**src/rtl/core/page_framebuffer_rasterizer_core_macros.svh**
```systemverilog
// Assertion macros for the framebuffer rasterizer RTL
`ifndef PAGE_FRAMEBUFFER_RASTERIZER_CORE_MACROS_SVH
`define PAGE_FRAMEBUFFER_RASTERIZER_CORE_MACROS_SVH

// Check a property on every rising clock edge outside reset
`define PFR_ASSERT(lbl, prop, msg) \
  lbl: assert property (@(posedge clk) disable iff (!rst_n) (prop)) else $error(msg);

// Check that a condition never holds on a rising clock edge outside reset
`define PFR_ASSERT_NEVER(lbl, cond, msg) \
  `PFR_ASSERT(lbl, !(cond), msg)

`endif

```
**src/rtl/core/pfr_pkg.sv**
```systemverilog
// Shared types, constants and glyph ROM of the framebuffer rasterizer
package pfr_pkg;

  localparam logic [2:0] OP_CLEAR = 3'd0;
  localparam logic [2:0] OP_PLOT  = 3'd1;
  localparam logic [2:0] OP_RECT  = 3'd2;
  localparam logic [2:0] OP_GLYPH = 3'd3;
  localparam logic [2:0] OP_SEND  = 3'd4;

  localparam logic [7:0] PAGE_CMD_BASE = 8'hB0;
  localparam logic [7:0] COL_LOW_CMD   = 8'h00;
  localparam logic [7:0] COL_HIGH_CMD  = 8'h10;
  localparam int unsigned SEND_COLUMNS = 128;

  typedef enum logic [1:0] {
    CMD_CLEAR,
    CMD_RECT,
    CMD_GLYPH,
    CMD_SEND
  } cmd_kind_t;

  typedef struct packed {
    cmd_kind_t  kind;
    logic [7:0] x;
    logic [7:0] y;
    logic [7:0] w;
    logic [7:0] h;
    logic [2:0] slot;
    logic [2:0] page;
  } cmd_t;

  typedef struct packed {
    logic pop;
    logic init_busy;
  } bk_status_t;

  // Return {hit, slot} for a character code
  function automatic logic [3:0] glyph_slot(input logic [7:0] code);
    logic [3:0] r;
    case (code)
      8'h48: r = {1'b1, 3'd0};
      8'h69: r = {1'b1, 3'd1};
      8'h49: r = {1'b1, 3'd2};
      8'h6E: r = {1'b1, 3'd3};
      8'h66: r = {1'b1, 3'd4};
      8'h65: r = {1'b1, 3'd5};
      8'h6F: r = {1'b1, 3'd6};
      default: r = 4'd0;
    endcase
    return r;
  endfunction

  function automatic logic [7:0] glyph_col(input logic [2:0] slot, input logic [2:0] col);
    logic [39:0] g;
    logic [7:0]  r;
    case (slot)
      3'd0: g = {8'h7F, 8'h08, 8'h08, 8'h08, 8'h7F};
      3'd1: g = {8'h00, 8'h40, 8'h7D, 8'h44, 8'h00};
      3'd2: g = {8'h00, 8'h41, 8'h7F, 8'h41, 8'h00};
      3'd3: g = {8'h78, 8'h04, 8'h04, 8'h08, 8'h7C};
      3'd4: g = {8'h02, 8'h01, 8'h09, 8'h7E, 8'h08};
      3'd5: g = {8'h18, 8'h54, 8'h54, 8'h54, 8'h38};
      3'd6: g = {8'h38, 8'h44, 8'h44, 8'h44, 8'h38};
      default: g = 40'd0;
    endcase
    case (col)
      3'd0: r = g[7:0];
      3'd1: r = g[15:8];
      3'd2: r = g[23:16];
      3'd3: r = g[31:24];
      3'd4: r = g[39:32];
      default: r = 8'd0;
    endcase
    return r;
  endfunction

endpackage

```
**src/rtl/core/pfr_front.sv**
```systemverilog
// Command intake: classify, drop no-op commands, two-entry queue
module pfr_front
  import pfr_pkg::*;
(
  input  logic       clk,
  input  logic       rst_n,
  input  logic       start,
  output logic       busy,
  input  logic [2:0] in_operation,
  input  logic [7:0] in_pos_x,
  input  logic [7:0] in_pos_y,
  input  logic [7:0] in_rect_width,
  input  logic [7:0] in_rect_height,
  input  logic [7:0] in_glyph_code,
  input  logic [7:0] in_glyph_scale,
  input  logic [2:0] in_page_index,
  input  bk_status_t bk_status,
  output logic       q_valid,
  output cmd_t       q_cmd
);

  cmd_t       q_mem_r [2];
  logic       wr_ptr_r, wr_ptr_nxt;
  logic       rd_ptr_r, rd_ptr_nxt;
  logic [1:0] cnt_r, cnt_nxt;
  cmd_t       cmd;
  logic       keep;
  logic       push;
  logic [3:0] gs;

  assign busy    = (cnt_r == 2'd2) || bk_status.init_busy;
  assign q_valid = (cnt_r != 2'd0);
  assign q_cmd   = q_mem_r[rd_ptr_r];

  always_comb begin
    gs        = glyph_slot(in_glyph_code);
    cmd.x     = in_pos_x;
    cmd.y     = in_pos_y;
    cmd.w     = in_rect_width;
    cmd.h     = in_rect_height;
    cmd.slot  = gs[2:0];
    cmd.page  = in_page_index;
    cmd.kind  = CMD_CLEAR;
    keep      = 1'b0;
    case (in_operation)
      OP_CLEAR: begin
        keep = 1'b1;
      end
      OP_PLOT: begin
        cmd.kind = CMD_RECT;
        cmd.w    = 8'd1;
        cmd.h    = 8'd1;
        keep     = 1'b1;
      end
      OP_RECT: begin
        cmd.kind = CMD_RECT;
        keep     = (in_rect_width != 8'd0) && (in_rect_height != 8'd0);
      end
      OP_GLYPH: begin
        cmd.kind = CMD_GLYPH;
        cmd.w    = in_glyph_scale;
        cmd.h    = in_glyph_scale;
        keep     = gs[3] && (in_glyph_scale != 8'd0);
      end
      OP_SEND: begin
        cmd.kind = CMD_SEND;
        keep     = 1'b1;
      end
      default: begin
        keep = 1'b0;
      end
    endcase
    push       = start && !busy && keep;
    wr_ptr_nxt = push ? !wr_ptr_r : wr_ptr_r;
    rd_ptr_nxt = bk_status.pop ? !rd_ptr_r : rd_ptr_r;
    cnt_nxt    = cnt_r + {1'b0, push} - {1'b0, bk_status.pop};
  end

  always_ff @(posedge clk) begin
    if (!rst_n) begin
      wr_ptr_r <= 1'b0;
      rd_ptr_r <= 1'b0;
      cnt_r    <= 2'd0;
    end else begin
      wr_ptr_r <= wr_ptr_nxt;
      rd_ptr_r <= rd_ptr_nxt;
      cnt_r    <= cnt_nxt;
    end
  end

  always_ff @(posedge clk) begin
    if (push) begin
      q_mem_r[wr_ptr_r] <= cmd;
    end
  end

endmodule

```
**config.mk**
```make
export PLATFORM = sky130hd
export DESIGN_NAME = pfr_front
export DESIGN_NICKNAME = d
export VERILOG_FILES = /design/src/rtl/core/page_framebuffer_rasterizer_core_macros.svh /design/src/rtl/core/pfr_pkg.sv /design/src/rtl/core/pfr_front.sv
export SDC_FILE = /design/constraint.sdc
export NUM_CORES = 1
export LEC_CHECK = 0
export BUFFER_PORTS_ARGS = -buffer_cell sky130_fd_sc_hd__buf_2
export CAP_MARGIN = 20
export CORE_MARGIN = 2
export CORE_UTILIZATION = 48
export DETAILED_ROUTE_END_ITERATION = 12
export PLACE_DENSITY = 0.82
export REMOVE_ABC_BUFFERS = 1
export SYNTH_ARGS = -nofsm -noshare
export SYNTH_HDL_FRONTEND = slang
export SYNTH_SLANG_ARGS = --single-unit
```
**constraint.sdc**
```tcl
create_clock -name clk -period 3.9 [get_ports clk]
set_clock_uncertainty 0.2 [all_clocks]
set_input_delay 0.195 -clock clk [delete_from_list [all_inputs] [get_ports clk]]
set_output_delay 0.195 -clock clk [all_outputs]
set_load 0.005 [all_outputs]
```
==> impl_metrics.tcl <==
set metrics [dict create \
    pwr_density_cell_nw_per_um2 402.2 \
    synthToLayoutAreaGrowth_pct 32.44 \
    yosys.area.top_type "edfxtp_1" \
    synth.distinct_cells 34 \
    yosys_most_used_dff "edfxtp_1" \
    clk_latency_ps 340 \
    start_kind "input port" \
    htree_levels 3 \
    tns_ps 0 \
    drive_gt1_share_pct 46.50 \
    cts_tree "done" \
    hold_slack_ps 11.20 \
    yosysMostFrequentCell "edfxtp_1" \
    place_congestion 0.8629 \
    pwr-share-seq_pct 55.8 \
    grt_max_degree 41 \
    synth_edf_count 80 \
    synthTopCellsByArea "edfxtp_1, mux2_2, a22o_1, dfxtp_1, nand2b_1" \
    synth_top_cell_area_share_pct 67.84 \
    clock_sinks 85 \
    hold_class "in2reg" \
    ys_seq_area_share_pct 70.67 \
    grt_pass1_vias 2415 \
    antenna_found_initial 0 \
    rsz0062_at_grt "false" \
    dr.pass1.iters 4 \
    place_hpwl_mm 5.015 \
    fin_ws_ps 980.2 \
    period_needed_ps 2920 \
    post_cts_resized 0 \
    finalCritPeriodShare_pct 74.87 \
    endpoint_kind "flop" \
    first_iter_violations 117 \
    p_sw_mw 0.4262 \
    cp_max_fo 4 \
    ant_nets 0 \
    fmax_mhz 342.5 \
    synth_cells 213 \
    clock_path_buffers 2 \
    yosys_register_bits 85 \
    syn_avg_cell_area_um2 16.62 \
    ys_warn_count 0 \
    fp.dieW_um 89.89 \
    worstPathRequired_ps 3940 \
    start_util_pct 49.08 \
    root_buffer "clkbuf_8" \
    diodes 0 \
    grt_first_pass_wirelength_mm 11.81 \
    max-slew-margin-rel_pct 36.76 \
    vias 2353 \
    ios 101 \
    routed_wl_mm 7.329 \
    p_clk_share_pct 31.7 \
    synth_commonest_cells "edfxtp_1, mux2_2, a22o_1" \
    grt_usage_pct 18.74 \
    slowest_delay_ps 560 \
    fin_nets 413 \
    path_class "in2reg" \
    hp-start "in_rect_width[0]" \
    peakVddDrop_mv 0.1691 \
    synth-async-reset-ratio_pct 0 \
    grt_overflow 0 \
    dp_slack_ps 1213 \
    path_cells "dlygate4sd3_1 > buf_2 > or4_1 > o21ai_1 > o31ai_1 > a41oi_2 > ha_1 > inv_1 > ha_1 > xnor2_1 > xnor2_1 > and2_1" \
    viasPerCell 5.160 \
    swShare_pct 22.60 \
    crit_arrival_ps 2960 \
    crit_start "in_rect_width[1]" \
    core_area_um2 7214 \
    port-buffer-count 100 \
    timing.rr.start "cnt_r[0]$_SDFF_PN0_" \
    netlist_area_um2 3541 \
    worstMarginPinSlew_ps 948.6 \
    max_cap_violations 0 \
    wl_per_cell_um 16.07 \
    dieArea_um2 8080 \
    die_y_um 89.89 \
    cpMaxStageDelayCell "or4_1" \
    status "finished, final reports clean" \
    rows 31 \
    p_int_mw 1.460 \
    cellLeakagePower_nw 1.779 \
    hold_viol 0 \
    cts_buffers 9 \
    report.final.setup_viol 0 \
    clk_pin_slew_worst_paths_ps 90 \
    slew_viol_final 0 \
    power_frac_comb_pct 12.4 \
    drc_errors 0 \
]
[per-stage QoR]
step / std cells / area (um^2) / total power [mW] / utilization (%)
finish: 456 / 4690 / 1.886 / 65.00
global route: 456 / 4690 / 1.961 / 65.00
CTS: 456 / 4690 / 1.898 / 65.00
detailed placement: 408 / 4180 / 1.283 / 57.94
global placement: 408 / 4180 / 1.276 / 57.94
floorplan: 205 / 3510 / 1.177 / -
[what timing repair did]
item / CTS / global route
buffers inserted: 0 / 0
setup endpoints to repair: 0 / 0
hold buffers: 32 / 0
endpoints found under the hold margin: 63 / 0
[cells by family (layout without fill, tap and decap cells)]
group           Yosys count  in the layout  share of synthesized area [%]
buf+inv                  10            154                          1.095
xor+xnor                  6              6                          1.484
fa+ha+maj                 2              2                         0.7066
mux                      41             41                          13.00
flops                    85             85                          70.67
compound gates           27             27                          6.007
simple gates             42             42                          7.031
[cell usage in the layout (no fill, tap or decap), types with 3 or more instances in the layout]
master	instances
a21oi_1	3
a22o_1	13
and2_1	4
buf_2	100
buf_4	4
clkbuf_8	9
clkinv_2	3
dfxtp_1	4
dlygate4sd3_1	32
edfxtp_1	80
mux2_2	40
nand2_1	4
nand2b_1	7
nand4b_1	3
nor2_1	7
nor2b_1	3
or4_1	3
xnor2_1	5
[power groups by stage]
stage | logic, mW | clock network [mW] | registers [mW]
after floorplan | 0.110 | 0 | 1.07
after global placement | 0.202 | 0 | 1.07
after detailed placement | 0.208 | 0 | 1.08
after CTS | 0.235 | 0.609 | 1.05
after global routing | 0.255 | 0.648 | 1.06
final | 0.235 | 0.598 | 1.05
[path summary, 6_finish.rpt]
kind,endpoint,slack (ps),cells past startpoint
setup reg to reg,q_mem_r[1][29]$_DFFE_PP_,1420,6
hold reg to reg,wr_ptr_r$_SDFFE_PN0P_,330,2
hold / removal,q_mem_r[0][14]$_DFFE_PP_,10,2
setup / recovery,cnt_r[1]$_SDFF_PN0_,980,12
[registers in the layout (all words and copies together), names as in the netlist, named ones only]
register and flops:
wr_ptr_r 1, cnt_r 2, q_mem_r 80, rd_ptr_r 1
[critical path, delay by kind of cell]
| kind | cells | cell delay [ps] |
|---|---|---|
| xor+xnor | 2 | 230 |
| simple gates | 2 | 710 |
| buf+inv | 3 | 740 |
| compound gates | 3 | 640 |
| fa+ha+maj | 2 | 450 |
[cell type report]
class	count	area, um^2
inverter	2	7.507
tap	99	123.9
sequential	85	2504
clock buffer	10	127.6
multi-input combinational	118	1015
clock inverter	6	61.31
fill	540	2525
timing repair buffer	136	850.8
[metal layers]
layer	routed length (um)	share of wire (%)	global-route usage, %
met5	0	0	0
met1	3078	42	23.25
met4	118	1.6	7.564
met3	421	5.7	3.856
met2	3710	51	32.32
No activity file was read; power rests on OpenSTA's default activity.
